## src/grb_pkg.sv

```systemverilog
// shared types and constants of the glyph bitmap renderer
`timescale 1ns / 1ps

package grb_pkg;

    localparam int GRB_QUEUE_DEPTH = 4;

    localparam int CFG_INDEX_W = 2;
    localparam int CFG_DATA_W  = 24;

    // configuration register indexes
    localparam logic [CFG_INDEX_W-1:0] CFG_GLYPH_SIZE_MODE = 2'd0;
    localparam logic [CFG_INDEX_W-1:0] CFG_FONT_BASE_24    = 2'd1;

    localparam logic [7:0]  CODE_FIRST     = 8'hA1;
    localparam logic [13:0] CODES_PER_ZONE = 14'd94;
    localparam logic [7:0]  BYTES_32       = 8'd128;
    localparam logic [7:0]  BYTES_24       = 8'd72;
    localparam logic [15:0] WIDTH_32       = 16'd32;
    localparam logic [15:0] WIDTH_24       = 16'd24;
    localparam logic [15:0] ADVANCE_32     = 16'd32;
    localparam logic [15:0] ADVANCE_24     = 16'd20;
    localparam logic [15:0] BYTE_PIXELS    = 16'd8;

    typedef enum logic [1:0] {
        CMD_SET_PEN   = 2'd0,
        CMD_CHAR      = 2'd1,
        CMD_FONT_BYTE = 2'd2
    } command_t;

    typedef enum logic [1:0] {
        KIND_FETCH = 2'd0,
        KIND_PIXEL = 2'd1,
        KIND_BAD   = 2'd2
    } kind_t;

    // one queued job: a single result, or one font byte to expand
    typedef struct packed {
        kind_t       kind;
        logic [23:0] flash_address;
        logic [7:0]  fetch_length;
        logic [15:0] pixel_x;
        logic [15:0] pixel_y;
        logic [15:0] pixel_colour;
        logic [7:0]  bits;
    } grb_job_t;

    typedef struct packed {
        kind_t       kind;
        logic [23:0] flash_address;
        logic [7:0]  fetch_length;
        logic [15:0] pixel_x;
        logic [15:0] pixel_y;
        logic [15:0] pixel_colour;
        logic        last;
    } grb_result_t;

endpackage

```

## src/grb_if.sv

```systemverilog
// channel interfaces of the glyph bitmap renderer
`timescale 1ns / 1ps

interface grb_in_if;
    logic        valid;
    logic        ready;
    logic [1:0]  command;
    logic [15:0] pen_x_in;
    logic [15:0] pen_y_in;
    logic [15:0] colour_in;
    logic [7:0]  code_high;
    logic [7:0]  code_low;
    logic [7:0]  font_byte;

    modport source (output valid, command, pen_x_in, pen_y_in, colour_in,
                     code_high, code_low, font_byte, input ready);
    modport sink   (input valid, command, pen_x_in, pen_y_in, colour_in,
                     code_high, code_low, font_byte, output ready);
endinterface

interface grb_out_if;
    logic        valid;
    logic        ready;
    logic [1:0]  kind;
    logic [23:0] flash_address;
    logic [7:0]  fetch_length;
    logic [15:0] pixel_x;
    logic [15:0] pixel_y;
    logic [15:0] pixel_colour;
    logic        last;

    modport source (output valid, kind, flash_address, fetch_length, pixel_x,
                     pixel_y, pixel_colour, last, input ready);
    modport sink   (input valid, kind, flash_address, fetch_length, pixel_x,
                     pixel_y, pixel_colour, last, output ready);
endinterface

interface grb_cfg_if;
    logic        valid;
    logic        ready;
    logic [1:0]  index;
    logic [23:0] data;

    modport source (output valid, index, data, input ready);
    modport sink   (input valid, index, data, output ready);
endinterface

```

## src/glyph_bitmap_renderer_core.sv

```systemverilog
// top level of the glyph bitmap renderer
`timescale 1ns / 1ps

// Glyph bitmap renderer for GB2312 text. A set-pen item loads the pen and the
// colour and yields nothing. A character item yields one item: a flash fetch
// request for the glyph bitmap (128 bytes for 32x32, 72 bytes at font_base_24
// for 24x24) or a bad-code item when either byte is below 0xA1; a good code
// advances the pen by 32 or 20. Each font byte then yields one pixel write per
// set bit, LSB first, wrapping rows at the glyph width. Input items are taken
// every cycle while the job queue has room; the front end settles all pen and
// cursor state at accept time. The back end drains the queue at one result per
// cycle while the output is taken, so a font byte gives as many results as it
// has set bits (one to eight), a character item one, and a blank or stray byte
// none. The output register lets the next result form while one waits.

module glyph_bitmap_renderer_core
    import grb_pkg::*;
#(
    parameter int QUEUE_DEPTH = GRB_QUEUE_DEPTH
)
(
    input  logic      clk,
    input  logic      rst_n,
    grb_in_if.sink    item_in,
    grb_cfg_if.sink   cfg,
    grb_out_if.source result_out
);

    // front to queue
    logic     push_valid;
    logic     push_ready;
    grb_job_t push_data;

    // queue to back
    logic     pop_valid;
    logic     pop_ready;
    grb_job_t pop_data;

    // classifies items and keeps pen, colour and glyph cursor
    grb_front u_front (
        .clk        (clk),
        .rst_n      (rst_n),
        .item_in    (item_in),
        .cfg        (cfg),
        .push_valid (push_valid),
        .push_ready (push_ready),
        .push_data  (push_data)
    );

    // short job queue so either side can stall on its own
    grb_queue #(
        .DEPTH (QUEUE_DEPTH)
    ) u_queue (
        .clk        (clk),
        .rst_n      (rst_n),
        .push_valid (push_valid),
        .push_ready (push_ready),
        .push_data  (push_data),
        .pop_valid  (pop_valid),
        .pop_ready  (pop_ready),
        .pop_data   (pop_data)
    );

    // one result per cycle while the output is taken, towards the display and flash side
    grb_back u_back (
        .clk        (clk),
        .rst_n      (rst_n),
        .pop_valid  (pop_valid),
        .pop_ready  (pop_ready),
        .pop_data   (pop_data),
        .result_out (result_out)
    );

endmodule

```

## src/grb_front.sv

```systemverilog
// front end: config registers, pen and glyph state, job classification
`timescale 1ns / 1ps

module grb_front
    import grb_pkg::*;
(
    input  logic          clk,
    input  logic          rst_n,
    grb_in_if.sink        item_in,
    grb_cfg_if.sink       cfg,
    output logic          push_valid,
    input  logic          push_ready,
    output grb_job_t      push_data
);

    logic        glyph_size_mode_reg, glyph_size_mode_next;
    logic [23:0] font_base_24_reg, font_base_24_next;
    logic [15:0] pen_x_reg, pen_x_next;
    logic [15:0] pen_y_reg, pen_y_next;
    logic [15:0] draw_colour_reg, draw_colour_next;
    logic [15:0] glyph_left_reg, glyph_left_next;
    logic [15:0] cursor_x_reg, cursor_x_next;
    logic [15:0] cursor_y_reg, cursor_y_next;
    logic [7:0]  bytes_left_reg, bytes_left_next;

    logic        accept;
    command_t    cmd;
    logic [7:0]  hi_off;
    logic [7:0]  lo_off;
    logic [13:0] glyph_index;
    logic [23:0] index_24;
    logic [23:0] addr;
    logic [7:0]  len;
    logic [15:0] row_width;
    logic [15:0] next_x;
    logic [15:0] row_offset;

    assign item_in.ready = push_ready;
    assign cfg.ready     = 1'b1;
    assign accept        = item_in.valid && push_ready;
    assign cmd           = command_t'(item_in.command);

    // glyph index and flash address
    assign hi_off      = item_in.code_high - CODE_FIRST;
    assign lo_off      = item_in.code_low - CODE_FIRST;
    assign glyph_index = 14'(hi_off[6:0]) * CODES_PER_ZONE + 14'(lo_off[6:0]);
    assign index_24    = 24'(glyph_index);
    assign addr        = glyph_size_mode_reg
                         ? font_base_24_reg + (index_24 << 6) + (index_24 << 3)
                         : index_24 << 7;
    assign len         = glyph_size_mode_reg ? BYTES_24 : BYTES_32;

    // row wrap after a whole byte of pixels
    assign row_width  = glyph_size_mode_reg ? WIDTH_24 : WIDTH_32;
    assign next_x     = cursor_x_reg + BYTE_PIXELS;
    assign row_offset = next_x - glyph_left_reg;

    always_comb
    begin
        glyph_size_mode_next = glyph_size_mode_reg;
        font_base_24_next    = font_base_24_reg;
        if (cfg.valid)
        begin
            case (cfg.index)
                CFG_GLYPH_SIZE_MODE: glyph_size_mode_next = cfg.data[0];
                CFG_FONT_BASE_24:    font_base_24_next    = cfg.data;
                default:             ;
            endcase
        end
    end

    always_comb
    begin
        pen_x_next       = pen_x_reg;
        pen_y_next       = pen_y_reg;
        draw_colour_next = draw_colour_reg;
        glyph_left_next  = glyph_left_reg;
        cursor_x_next    = cursor_x_reg;
        cursor_y_next    = cursor_y_reg;
        bytes_left_next  = bytes_left_reg;
        push_valid       = 1'b0;
        push_data        = '0;
        push_data.kind   = KIND_FETCH;
        if (accept)
        begin
            case (cmd)
                CMD_SET_PEN:
                begin
                    pen_x_next       = item_in.pen_x_in;
                    pen_y_next       = item_in.pen_y_in;
                    draw_colour_next = item_in.colour_in;
                end
                CMD_CHAR:
                begin
                    push_valid = 1'b1;
                    if (item_in.code_high < CODE_FIRST || item_in.code_low < CODE_FIRST)
                    begin
                        push_data.kind = KIND_BAD;
                    end
                    else
                    begin
                        push_data.flash_address = addr;
                        push_data.fetch_length  = len;
                        glyph_left_next = pen_x_reg;
                        cursor_x_next   = pen_x_reg;
                        cursor_y_next   = pen_y_reg;
                        bytes_left_next = len;
                        pen_x_next      = pen_x_reg
                                          + (glyph_size_mode_reg ? ADVANCE_24 : ADVANCE_32);
                    end
                end
                CMD_FONT_BYTE:
                begin
                    if (bytes_left_reg != 8'd0)
                    begin
                        push_valid             = item_in.font_byte != 8'd0;
                        push_data.kind         = KIND_PIXEL;
                        push_data.pixel_x      = cursor_x_reg;
                        push_data.pixel_y      = cursor_y_reg;
                        push_data.pixel_colour = draw_colour_reg;
                        push_data.bits         = item_in.font_byte;
                        bytes_left_next        = bytes_left_reg - 8'd1;
                        if (row_offset == row_width)
                        begin
                            cursor_x_next = glyph_left_reg;
                            cursor_y_next = cursor_y_reg + 16'd1;
                        end
                        else
                        begin
                            cursor_x_next = next_x;
                        end
                    end
                end
                default: ;
            endcase
        end
    end

    always_ff @(posedge clk or negedge rst_n)
    begin
        if (!rst_n)
        begin
            glyph_size_mode_reg <= 1'b0;
            font_base_24_reg    <= '0;
            pen_x_reg           <= '0;
            pen_y_reg           <= '0;
            draw_colour_reg     <= '0;
            glyph_left_reg      <= '0;
            cursor_x_reg        <= '0;
            cursor_y_reg        <= '0;
            bytes_left_reg      <= '0;
        end
        else
        begin
            glyph_size_mode_reg <= glyph_size_mode_next;
            font_base_24_reg    <= font_base_24_next;
            pen_x_reg           <= pen_x_next;
            pen_y_reg           <= pen_y_next;
            draw_colour_reg     <= draw_colour_next;
            glyph_left_reg      <= glyph_left_next;
            cursor_x_reg        <= cursor_x_next;
            cursor_y_reg        <= cursor_y_next;
            bytes_left_reg      <= bytes_left_next;
        end
    end

endmodule

```

## src/grb_queue.sv

```systemverilog
// job queue between front and back end
`timescale 1ns / 1ps

module grb_queue
    import grb_pkg::*;
#(
    parameter int DEPTH = GRB_QUEUE_DEPTH
)
(
    input  logic     clk,
    input  logic     rst_n,
    input  logic     push_valid,
    output logic     push_ready,
    input  grb_job_t push_data,
    output logic     pop_valid,
    input  logic     pop_ready,
    output grb_job_t pop_data
);

    localparam int PTR_W = (DEPTH > 1) ? $clog2(DEPTH) : 1;
    localparam int CNT_W = $clog2(DEPTH + 1);
    localparam logic [PTR_W-1:0] LAST_PTR = PTR_W'(DEPTH - 1);
    localparam logic [CNT_W-1:0] FULL_CNT = CNT_W'(DEPTH);

    grb_job_t         entry_reg [DEPTH];
    logic [PTR_W-1:0] wr_ptr_reg, wr_ptr_next;
    logic [PTR_W-1:0] rd_ptr_reg, rd_ptr_next;
    logic [CNT_W-1:0] count_reg, count_next;
    logic             do_push;
    logic             do_pop;

    assign push_ready = count_reg != FULL_CNT;
    assign pop_valid  = count_reg != '0;
    assign pop_data   = entry_reg[rd_ptr_reg];
    assign do_push    = push_valid && push_ready;
    assign do_pop     = pop_valid && pop_ready;

    always_comb
    begin
        wr_ptr_next = wr_ptr_reg;
        rd_ptr_next = rd_ptr_reg;
        count_next  = count_reg;
        if (do_push)
        begin
            wr_ptr_next = (wr_ptr_reg == LAST_PTR) ? '0 : wr_ptr_reg + 1'b1;
        end
        if (do_pop)
        begin
            rd_ptr_next = (rd_ptr_reg == LAST_PTR) ? '0 : rd_ptr_reg + 1'b1;
        end
        if (do_push && !do_pop)
        begin
            count_next = count_reg + 1'b1;
        end
        else if (do_pop && !do_push)
        begin
            count_next = count_reg - 1'b1;
        end
    end

    always_ff @(posedge clk or negedge rst_n)
    begin
        if (!rst_n)
        begin
            wr_ptr_reg <= '0;
            rd_ptr_reg <= '0;
            count_reg  <= '0;
        end
        else
        begin
            wr_ptr_reg <= wr_ptr_next;
            rd_ptr_reg <= rd_ptr_next;
            count_reg  <= count_next;
        end
    end

    always_ff @(posedge clk)
    begin
        if (do_push)
        begin
            entry_reg[wr_ptr_reg] <= push_data;
        end
    end

endmodule

```

## src/grb_back.sv

```systemverilog
// back end: expands jobs into results, one per cycle while the output is taken, into an output register
`timescale 1ns / 1ps

module grb_back
    import grb_pkg::*;
(
    input  logic      clk,
    input  logic      rst_n,
    input  logic      pop_valid,
    output logic      pop_ready,
    input  grb_job_t  pop_data,
    grb_out_if.source result_out
);

    logic        work_valid_reg, work_valid_next;
    grb_job_t    work_reg;
    logic [7:0]  mask_reg, mask_next;
    logic        out_valid_reg, out_valid_next;
    grb_result_t out_reg;

    logic        can_emit;
    logic        emit;
    logic [2:0]  bit_pos;
    logic [7:0]  mask_rest;
    logic        job_done;
    logic        load_work;
    grb_result_t result;

    assign can_emit  = !out_valid_reg || result_out.ready;
    assign emit      = work_valid_reg && can_emit;

    // lowest set bit is the leftmost pixel still to draw
    always_comb
    begin
        bit_pos = 3'd0;
        for (int i = 7; i >= 0; i--)
        begin
            if (mask_reg[i])
            begin
                bit_pos = 3'(i);
            end
        end
    end

    assign mask_rest = mask_reg & ~(8'b1 << bit_pos);
    assign job_done  = (work_reg.kind != KIND_PIXEL) || (mask_rest == 8'd0);
    assign pop_ready = !work_valid_reg || (emit && job_done);
    assign load_work = pop_valid && pop_ready;

    always_comb
    begin
        result.kind          = work_reg.kind;
        result.flash_address = work_reg.flash_address;
        result.fetch_length  = work_reg.fetch_length;
        result.pixel_x       = work_reg.pixel_x;
        result.pixel_y       = work_reg.pixel_y;
        result.pixel_colour  = work_reg.pixel_colour;
        result.last          = job_done;
        if (work_reg.kind == KIND_PIXEL)
        begin
            result.pixel_x = work_reg.pixel_x + 16'(bit_pos);
        end
    end

    always_comb
    begin
        work_valid_next = work_valid_reg;
        mask_next       = mask_reg;
        if (emit)
        begin
            mask_next = mask_rest;
            if (job_done)
            begin
                work_valid_next = 1'b0;
            end
        end
        if (load_work)
        begin
            work_valid_next = 1'b1;
            mask_next       = pop_data.bits;
        end
    end

    always_comb
    begin
        out_valid_next = out_valid_reg;
        if (emit)
        begin
            out_valid_next = 1'b1;
        end
        else if (result_out.ready)
        begin
            out_valid_next = 1'b0;
        end
    end

    always_ff @(posedge clk or negedge rst_n)
    begin
        if (!rst_n)
        begin
            work_valid_reg <= 1'b0;
            out_valid_reg  <= 1'b0;
        end
        else
        begin
            work_valid_reg <= work_valid_next;
            out_valid_reg  <= out_valid_next;
        end
    end

    always_ff @(posedge clk)
    begin
        mask_reg <= mask_next;
        if (load_work)
        begin
            work_reg <= pop_data;
        end
        if (emit)
        begin
            out_reg <= result;
        end
    end

    assign result_out.valid         = out_valid_reg;
    assign result_out.kind          = out_reg.kind;
    assign result_out.flash_address = out_reg.flash_address;
    assign result_out.fetch_length  = out_reg.fetch_length;
    assign result_out.pixel_x       = out_reg.pixel_x;
    assign result_out.pixel_y       = out_reg.pixel_y;
    assign result_out.pixel_colour  = out_reg.pixel_colour;
    assign result_out.last          = out_reg.last;

endmodule

```

## src/flat_wrapper.sv

```systemverilog
// flat-port wrapper written by rule: the top's interface ports become plain ports
module glyph_bitmap_renderer_core_flat import grb_pkg::*;
#(
    parameter int QUEUE_DEPTH = GRB_QUEUE_DEPTH
)
  (clk, rst_n, item_in_valid, item_in_command, item_in_pen_x_in, item_in_pen_y_in, item_in_colour_in, item_in_code_high, item_in_code_low, item_in_font_byte, item_in_ready, cfg_valid, cfg_index, cfg_data, cfg_ready, result_out_valid, result_out_kind, result_out_flash_address, result_out_fetch_length, result_out_pixel_x, result_out_pixel_y, result_out_pixel_colour, result_out_last, result_out_ready);
  grb_in_if item_in_i ();
  grb_cfg_if cfg_i ();
  grb_out_if result_out_i ();
  input  logic clk;
  input  logic rst_n;
  input wire logic [$bits(item_in_i.valid)-1:0] item_in_valid;
  input wire logic [$bits(item_in_i.command)-1:0] item_in_command;
  input wire logic [$bits(item_in_i.pen_x_in)-1:0] item_in_pen_x_in;
  input wire logic [$bits(item_in_i.pen_y_in)-1:0] item_in_pen_y_in;
  input wire logic [$bits(item_in_i.colour_in)-1:0] item_in_colour_in;
  input wire logic [$bits(item_in_i.code_high)-1:0] item_in_code_high;
  input wire logic [$bits(item_in_i.code_low)-1:0] item_in_code_low;
  input wire logic [$bits(item_in_i.font_byte)-1:0] item_in_font_byte;
  output wire logic [$bits(item_in_i.ready)-1:0] item_in_ready;
  input wire logic [$bits(cfg_i.valid)-1:0] cfg_valid;
  input wire logic [$bits(cfg_i.index)-1:0] cfg_index;
  input wire logic [$bits(cfg_i.data)-1:0] cfg_data;
  output wire logic [$bits(cfg_i.ready)-1:0] cfg_ready;
  output wire logic [$bits(result_out_i.valid)-1:0] result_out_valid;
  output wire logic [$bits(result_out_i.kind)-1:0] result_out_kind;
  output wire logic [$bits(result_out_i.flash_address)-1:0] result_out_flash_address;
  output wire logic [$bits(result_out_i.fetch_length)-1:0] result_out_fetch_length;
  output wire logic [$bits(result_out_i.pixel_x)-1:0] result_out_pixel_x;
  output wire logic [$bits(result_out_i.pixel_y)-1:0] result_out_pixel_y;
  output wire logic [$bits(result_out_i.pixel_colour)-1:0] result_out_pixel_colour;
  output wire logic [$bits(result_out_i.last)-1:0] result_out_last;
  input wire logic [$bits(result_out_i.ready)-1:0] result_out_ready;
  assign item_in_i.valid = item_in_valid;
  assign item_in_i.command = item_in_command;
  assign item_in_i.pen_x_in = item_in_pen_x_in;
  assign item_in_i.pen_y_in = item_in_pen_y_in;
  assign item_in_i.colour_in = item_in_colour_in;
  assign item_in_i.code_high = item_in_code_high;
  assign item_in_i.code_low = item_in_code_low;
  assign item_in_i.font_byte = item_in_font_byte;
  assign item_in_ready = item_in_i.ready;
  assign cfg_i.valid = cfg_valid;
  assign cfg_i.index = cfg_index;
  assign cfg_i.data = cfg_data;
  assign cfg_ready = cfg_i.ready;
  assign result_out_valid = result_out_i.valid;
  assign result_out_kind = result_out_i.kind;
  assign result_out_flash_address = result_out_i.flash_address;
  assign result_out_fetch_length = result_out_i.fetch_length;
  assign result_out_pixel_x = result_out_i.pixel_x;
  assign result_out_pixel_y = result_out_i.pixel_y;
  assign result_out_pixel_colour = result_out_i.pixel_colour;
  assign result_out_last = result_out_i.last;
  assign result_out_i.ready = result_out_ready;
  glyph_bitmap_renderer_core #(.QUEUE_DEPTH(QUEUE_DEPTH)) u_core (.clk(clk), .rst_n(rst_n), .item_in(item_in_i), .cfg(cfg_i), .result_out(result_out_i));
endmodule
```

## config.mk

```make
export PLATFORM = sky130hd
export DESIGN_NAME = glyph_bitmap_renderer_core_flat
export DESIGN_NICKNAME = d
export VERILOG_FILES = /design/src/grb_pkg.sv /design/src/grb_if.sv /design/src/glyph_bitmap_renderer_core.sv /design/src/grb_front.sv /design/src/grb_queue.sv /design/src/grb_back.sv /design/src/flat_wrapper.sv
export SDC_FILE = /design/constraint.sdc
export NUM_CORES = 1
export LEC_CHECK = 0
export BUFFER_PORTS_ARGS = -buffer_cell sky130_fd_sc_hd__buf_4
export CORE_MARGIN = 5
export CORE_UTILIZATION = 40
export DETAILED_ROUTE_END_ITERATION = 10
export HOLD_SLACK_MARGIN = 0.05
export SLEW_MARGIN = 15
export SYNTH_ARGS = -nofsm -noshare
export SYNTH_HDL_FRONTEND = slang
export SYNTH_SLANG_ARGS = --single-unit
```

## constraint.sdc

```tcl
create_clock -name clk -period 11.39 [get_ports clk]
set_input_delay 0 -clock clk [delete_from_list [all_inputs] [get_ports clk]]
set_output_delay 0 -clock clk [all_outputs]
set_load 0.005 [all_outputs]
```

After elaboration in Yosys (flattened, before gate mapping). Memories as Yosys holds them, arrays and structs flattened. Index checks and enable logic that the tools add are counted. Widths: inputs -> output; s select.

Add/sub/neg operators: 15. Multipliers: 1. Order comparisons: 2. Equality and inequality tests: 12. Shifts and indexed selects: 1. Multiplexer cells: 50. Bitwise operators: 3. Reductions and logical operators: 35.

Operators with widths (count): $mux 16 (8); $mux 56 (2); $pmux 16 s2 (3); $mux 90 (1); $mux 32 (2); $mux 8 (5); $mux 3 (10); $add 24x17->24 (1); $add 24x20->24 (1); $mux 24 (1); $add 16x1->16 const B (1); $add 16x3->16 (1); $add 16x4->16 const B (1); $add 16x6->16 (1); $eq 16x6->1 (1); $lt 8x8->1 const B (2); $pmux 8 s2 (1); $reduce_bool 8->1 (2); $sub 16x16->16 (1); $add 14x7->14 (1); $sub 7x6->7 const B (2); $mul 7x6->13 const B (1); $mux 6 (2); $reduce_bool 2->1 (6); 27 further kinds (62).

Register bits after elaboration: 311. Bits in writable memories: 360. Input bits: 105. Output and inout bits: 86. Logic and storage cells: 148. Memories kept: 1.

Memory list: u_core.u_queue.entry_reg (words 4, width 90, rd ports 1, clocked after Yosys merged registers in 0, wr ports 1, line grb_queue.sv:25) `grb_job_t entry_reg [DEPTH];`.

Logic depth before layout (Yosys ltp). Gate-level depths: netlist of run 1.

Depth in word-level cells: 19. Mapped depth: 30. Mapped depth without buffers: 30.

By module. A second synthesis of run 1 with hierarchy kept.

Cells, all modules: 1934. Area, all modules: 29841.1 µm².

Modules (own cells, without submodules): grb_queue (times used 1, cells each 507, area an instance 13421.6 µm², sequential area each 10985.5 µm²); grb_front (times used 1, cells each 1129, area an instance 10336.2 µm², sequential area each 3228.1 µm²); grb_back (times used 1, cells each 298, area an instance 6083.3 µm², sequential area each 5245.0 µm²).

Worst setup path before layout of run 1. Ideal clock, no wire load.

Path type: input-to-reg. From: input item_in_code_high[1]. To: memory u_core.u_queue.entry_reg[0][86] (netlist name), data pin. Setup time: 151 ps. Arrival: 6849 ps. Slack: 4390 ps. Cell stages on the path: 28. Cells stage by stage: inv_1 -> ha_1 -> or4b_2 -> nand2_1 -> xor2_1 -> fa_1 -> inv_1 -> fa_1 -> fa_1 -> inv_1 -> ha_1 -> o21a_1 -> a2111oi_0 -> or3_1 -> xnor2_1 -> nand3b_1 -> xnor2_1 -> inv_1 -> fa_1 -> inv_1 -> ha_1 -> a21oi_1 -> o21bai_1 -> a21o_1 -> o21ai_0 -> a21oi_1 -> or4b_2 -> nand3_1.

RTL lines: start: declaration (line flat_wrapper.sv:17) `input wire logic [$bits(item_in_i.code_high)-1:0] item_in_code_high;`; end: declaration (line grb_queue.sv:25).

==> results of run 1 <==
synth_stat cells, types with 5 or more instances:
| cell type | number |
|---|---|
| a211o_1 | 8 |
| a211oi_1 | 9 |
| a21o_1 | 16 |
| a21oi_1 | 65 |
| a22o_1 | 5 |
| a31oi_1 | 12 |
| and2_1 | 17 |
| and3_1 | 95 |
| buf_1 | 14 |
| buf_4 | 7 |
| clkbuf_1 | 63 |
| dfrtp_1 | 138 |
| edfxtp_1 | 497 |
| fa_1 | 26 |
| ha_1 | 91 |
| inv_1 | 94 |
| mux2_2 | 70 |
| mux2i_1 | 14 |
| mux4_2 | 84 |
| nand2_1 | 108 |
| nand2b_1 | 12 |
| nand3_1 | 42 |
| nand4_1 | 13 |
| nor2_1 | 88 |
| nor2b_1 | 12 |
| nor3_1 | 42 |
| nor4_1 | 11 |
| o211a_1 | 5 |
| o211ai_1 | 6 |
| o21ai_0 | 64 |
| o21bai_1 | 7 |
| o22ai_1 | 13 |
| o31ai_1 | 17 |
| o32ai_1 | 5 |
| o41ai_1 | 5 |
| or2_2 | 5 |
| or3_1 | 14 |
| or4_1 | 5 |
| xnor2_1 | 49 |
| xor2_1 | 36 |
power groups by stage:
stage	sequential [mW]	combinational, mW	clock, mW
5_1_grt	3.61	5.19	2.40
3_3_place_gp	3.59	4.54	0
3_5_place_dp	3.60	4.59	0
4_1_cts	3.56	4.65	2.29
2_1_floorplan	3.41	3.54	0
6_report	3.55	4.64	2.24
per-layer routing:
metal,global-route usage,vias up
li1,-,7976
met1,0.232,8705
met2,0.283,455
met3,0.0295,89
met4,0.0493,0
met5,0,-
worst max-delay path by stage:
stage / from / slack (ns) / end / cells past startpoint
2_1_floorplan: item_in_code_high[1] / 4.39 / u_core.u_queue.entry_reg[0][86]$_DFFE_PP_ / 28
3_3_place_gp: item_in_code_high[0] / 3.73 / u_core.u_queue.entry_reg[0][86]$_DFFE_PP_ / 28
3_5_place_dp: item_in_code_high[0] / 3.59 / u_core.u_queue.entry_reg[2][86]$_DFFE_PP_ / 28
4_1_cts: item_in_code_high[0] / 4.21 / u_core.u_queue.entry_reg[1][86]$_DFFE_PP_ / 28
5_1_grt: item_in_code_high[0] / 3.70 / u_core.u_queue.entry_reg[1][86]$_DFFE_PP_ / 29
6_report: item_in_code_high[0] / 4.17 / u_core.u_queue.entry_reg[1][86]$_DFFE_PP_ / 28
critical path, delay by kind of cell:
| family | cells | cell delay (ns) |
|---|---|---|
| compound gates | 6 | 1.22 |
| xor+xnor | 3 | 1.08 |
| fa+ha+maj | 7 | 2.85 |
| buf+inv | 6 | 0.52 |
| simple gates | 6 | 1.96 |
cell families after synthesis:
logic type | count (synthesis) | share of synthesized area
DFF | 635 | 0.643
and+or+nand+nor | 489 | 0.0884
AOI/OAI and AO/OA | 268 | 0.0612
buffers and inverters | 182 | 0.0250
muxes | 168 | 0.0986
adders and majority gates | 117 | 0.0580
xor gates and xnor gates | 85 | 0.0260
other | 2 | 0.000263
layout make-up:
type / instances / area [sq um]
Fill cell: 6117 / 37000
Sequential cell: 635 / 18400
Multi-Input combinational cell: 1133 / 9570
Timing Repair Buffer: 300 / 2490
Clock buffer: 87 / 1850
Tap cell: 950 / 1190
Clock inverter: 37 / 424
Inverter: 94 / 353
timing repair:
| action | in CTS | in global routing |
|---|---|---|
| hold endpoints to repair | 183 | 0 |
| hold buffers | 94 | 0 |
| gates resized for setup | 0 | 0 |
==> reports/qor.yml, run 1 <==
cells_and_area:
  final_cell_mix: "edfxtp_1 (497), buf_4 (205), dfrtp_1 (136)"
  stdcell_area_sq_um: 34300
  finalNonFillerCells: 3236
  utilization: 0.481
  largest_register_ffs: 336
  final_nets: 2454
  antenna_cells: 0
  layout-drive-gt1-share: 0.214
  syn_to_final_growth_pct: 19.8
  final_common_cell: "edfxtp_1"
grt:
  grt_overflow: 0
  grt_pass1_vias: 18000
  antenna_found_initial: 0
  gr-usage-all-layers: 0.170
  grt_pass1_wl_mm: 104
  grt_max_degree: 74
power:
  power.switching_mw: 3.82
  power_mw: 10.4
  internal_power_mw: 6.61
  seqPwrFrac: 0.340
  swShare: 0.366
  max-vdd-ir-drop_v: 0.000377
  leakage_nw: 13.2
  power.density_nw_per_um2: 304
  p_clk_frac: 0.214
  pwr-share-comb: 0.445
clocking:
  cts_root_buf: "clkbuf_16"
  numCtsBuffers: 68
  cts_tree: "yes"
  post_cts_buffers: 0
  worstSkewPairLatency_ns: 0.61
  clock_path_buffers: 3
  cts_htree_levels: 3
  cts_sinks: 635
  clk_pin_slew_ns: 0.07
place:
  place_ws_ns: 3.59
  dp.cells: 3018
  postPlaceCellArea_sq_um: 31000
  dp_hpwl_mm: 42.3
  place_congestion: 0.847
  portBuffers: 184
floorplan:
  core_area_sq_um: 71200
  rows: 98
  dieWidth_um: 277
  die_h_um: 277
  start_util: 0.401
  boundaryPins: 191
  dieArea_sq_um: 77000
route:
  routed.top_layer: "met4"
  drt-pass1-iter-count: 6
  drcViolationCount: 0
  vias: 17200
  wl_met2_mm: 32.5
  vias_per_cell: 5.32
  met1_length_mm: 28.9
  wl_per_cell_um: 20.5
  wl_met3_mm: 3.43
  drt_iter0_drc: 1138
  drtAntennaViolNets: 0
  wl_mm: 66.2
synthesis:
  synth_area_leader_cell: "edfxtp_1"
  netlist_instances: 1946
  synth_edf_count: 497
  netlist_top_cells_area: "edfxtp_1 (52%), dfrtp_1 (12%), mux4_2 (6.6%)"
  synth_warnings: 0
  synthArstFlopShare: 0.217
  avgSynthCellArea_sq_um: 14.7
  synth-seq-area-share: 0.643
  yosysTopAreaCellShare: 0.522
  ys_seq_elements: 635
  synth_cell_type_count: 71
  synth_flop_cell: "edfxtp_1"
  synth_area_sq_um: 28600
job:
  drv_cap: 0
sta:
  drv_slew: 0
  report.final.hold_viol_count: 0
  setup_slack_ns: 4.17
  whs_ns: 0.0488
  fmax_mhz: 138
  clock_skew_ns: 0.0290
  setup_viol_count_final: 0
  grt_setup_unrepaired: "no"
  fin_crit_ns: 7.22
  period_share: 0.634
  final.setup.tns_ns: 0
  tightest_slew_ns: 1.12
  slew_headroom: 0.249
critical_path:
  r2r_end: "u_core.u_front.cursor_y_reg[9]$_DFFE_PN0P_"
  r2r_start: "u_core.u_front.cursor_x_reg[3]$_DFFE_PN0P_"
  reg2reg_depth: 13
  critPathMaxFanout: 5
  slowest_delay_ns: 0.68
  cp_common_cell: "inv_1"
  worst_path_max_delay_cell: "or4b_2"
  cp-end-kind: "flip-flop"
  start_kind: "primary input"
  rrSetupSlack_ns: 6.68
  required_ns: 11.82
  critPathArrivalTime_ns: 7.65
  worstSetupPathType: "in -> reg"
outcome:
  status: "completed"
min_path:
  hold_path_class: "in -> async"
Power figures use the tool's default switching activity.
==> run 2, diff against run 1 <==
==> constraint.sdc (replaced) <==
create_clock -name clk -period 6.1 [get_ports clk]
set_input_delay 0 -clock clk [delete_from_list [all_inputs] [get_ports clk]]
set_output_delay 0 -clock clk [all_outputs]
set_load 0.005 [all_outputs]
==> reports/qor.yml, run 2 (synthesis gave the netlist of run 1 again) <==
clocking:
  numCtsBuffers: 68  # unchanged
  cts_htree_levels: 3  # unchanged
  cts_root_buf: "clkbuf_16"
  clock_path_buffers: 3  # unchanged
  cts_tree: "yes"
  worstSkewPairLatency_ns: 0.61  # about the same
  cts_sinks: 635  # unchanged
  clk_pin_slew_ns: 0.06  # about the same
sta:
  setup_slack_ns: 0.0456  # -4.12 ns
  slew_headroom: 0.228  # -0.0209
  report.final.hold_viol_count: 0  # unchanged
  period_share: 0.993
  fmax_mhz: 165
  setup_viol_count_final: 0  # unchanged
  grt_setup_unrepaired: "yes"
  tightest_slew_ns: 1.15  # +0.0311 ns
  fin_crit_ns: 6.05
  final.setup.tns_ns: 0  # unchanged
  clock_skew_ns: 0.0248  # -0.00420 ns
  drv_slew: 0  # unchanged
power:
  max-vdd-ir-drop_v: 0.000927  # +150%
  pwr-share-comb: 0.522  # +0.077
  power_mw: 22.4  # +120%
  power.switching_mw: 8.22  # +120%
  leakage_nw: 13.7  # +3.8%
  internal_power_mw: 14.2  # +120%
  p_clk_frac: 0.184  # -0.030
  seqPwrFrac: 0.294  # -0.046
  swShare: 0.366  # about the same
  power.density_nw_per_um2: 636  # +110%
route:
  drt_iter0_drc: 1318  # +16%
  vias: 17600  # +2.2%
  wl_mm: 67.9  # +2.5%
  vias_per_cell: 5.29  # -0.57%
  wl_per_cell_um: 20.4  # -0.26%
  drtAntennaViolNets: 0  # unchanged
  drcViolationCount: 0  # unchanged
  drt-pass1-iter-count: 5  # -1
grt:
  grt_pass1_vias: 17900  # -0.76%
  gr-usage-all-layers: 0.173  # +0.00248
  grt_max_degree: 69  # -6.8%
  antenna_found_initial: 1  # +1
  grt_pass1_wl_mm: 105  # +0.82%
  grt_overflow: 0  # unchanged
cells_and_area:
  syn_to_final_growth_pct: 23.4
  utilization: 0.495  # +0.0146
  antenna_cells: 0  # unchanged
  final_common_cell: "edfxtp_1"
  final_nets: 2542  # +3.6%
  layout-drive-gt1-share: 0.269  # +0.0543
  final_cell_mix: "edfxtp_1 (497), buf_4 (294), dfrtp_1 (136)"
  largest_register_ffs: 336  # unchanged
  fill_cells: 6032  # -1.4%
job:
  drv_cap: 0  # unchanged
floorplan:
  boundaryPins: 191  # unchanged
  core_area_sq_um: 71200  # unchanged
  die_h_um: 277  # unchanged
  start_util: 0.401  # unchanged
  dieArea_sq_um: 77000  # unchanged
  dieWidth_um: 277  # unchanged
  rows: 98  # unchanged
critical_path:
  critPathMaxFanout: 4  # -1
  rrSetupSlack_ns: 1.35  # -5.33 ns
  start_kind: "primary input"
  worstSetupPathType: "in -> reg"
  required_ns: 6.42  # -5.40 ns
  critPathArrivalTime_ns: 6.37  # -1.28 ns
  cp-end-kind: "flip-flop"
outcome:
  status: "completed"
place:
  place_congestion: 0.868  # +2.5%
  dp_hpwl_mm: 44.3  # +4.9%
  place_ws_ns: -0.625  # -4.22 ns
  portBuffers: 184  # unchanged
min_path:
  hold_path_class: "in -> reg"
==> run 2: through the flow <==
step                hold slack (ns)  area [sq um]  instances
floorplan                    -0.296         28800       1950
global placement             0.0988         31900       3102
detailed placement            0.107         31900       3102
CTS                          0.0618         35000       3316
global route                  0.105         35300       3325
finish                       0.0927         35300       3325
==> run 2: repair_timing <==
item | 4_1_cts | 5_1_grt
gates resized for setup | 1 | 40
endpoints found under the setup margin | 7 | 36
setup buffers | 0 | 9
hold endpoints to repair | 181 | 0
cloned | 0 | 0
pin swaps | 1 | 32
hold buffers | 89 | 0
==> run 2: cell type report <==
| cell class | count | area [sq um] | area share |
|---|---|---|---|
| flip-flops and latches | 635 | 18400 | 0.521 |
| multi-input cells | 1133 | 9930 | 0.281 |
| repair buffers | 388 | 3160 | 0.0896 |
| clock buffers | 92 | 1840 | 0.0522 |
| well taps | 950 | 1190 | 0.0337 |
| clock inverters | 33 | 407 | 0.0115 |
| inverters | 94 | 377 | 0.0107 |
==> run 2: final timing paths <==
check,to,cells after the start,startpoint
min reg2reg,u_core.u_back.result_out.flash_address[18]$_DFFE_PP_,0,u_core.u_back.result[75]$_DFFE_PP_
max in group asynchronous,u_core.u_queue.rd_ptr_reg[1]$_DFFE_PN0P_,4,rst_n
min in group asynchronous,u_core.u_front.font_base_24_reg[22]$_DFFE_PN0P_,3,rst_n
min,u_core.u_front.font_base_24_reg[3]$_DFFE_PN0P_,4,cfg_valid
max,u_core.u_queue.entry_reg[1][87]$_DFFE_PP_,28,item_in_code_high[0]
max reg2reg,u_core.u_front.cursor_y_reg[7]$_DFFE_PN0P_,13,u_core.u_front.cursor_x_reg[4]$_DFFE_PN0P_
==> run 2: worst max-delay path, cell delays in order <==
cell	delay [ns]
buf_6	0.11
inv_8	0.05
ha_4	0.12
or4b_4	0.51
nand2_4	0.12
xor2_4	0.18
fa_1	0.44
inv_1	0.09
fa_1	0.43
fa_1	0.53
inv_2	0.05
ha_4	0.22
o21a_1	0.22
a2111oi_2	0.38
or3_4	0.22
xnor2_4	0.07
buf_6	0.14
xor2_4	0.15
fa_1	0.52
inv_2	0.04
ha_4	0.15
or3_4	0.37
a311oi_4	0.31
o31ai_4	0.13
o41a_1	0.45
nand3_1	0.11
xor2_1	0.18
nor2_2	0.08
==> run 2: routing by layer <==
layer  GRT usage  wire, um  vias to the layer above
li1            -         -                     8143
met1       0.240     30300                     8949
met2       0.290     33500                      414
met3      0.0248      2930                       91
met4      0.0424      1200                        0
met5           0         0                        -
==> run 2: power by group through the flow <==
stage               combinational, mW  sequential, mW  clock, mW
finish                           11.7            6.60       4.13
detailed placement               10.8            6.71          0
CTS                              10.9            6.63       4.23
global placement                 10.5            6.68          0
global route                     12.8            6.72       4.41
floorplan                        7.11            6.37          0
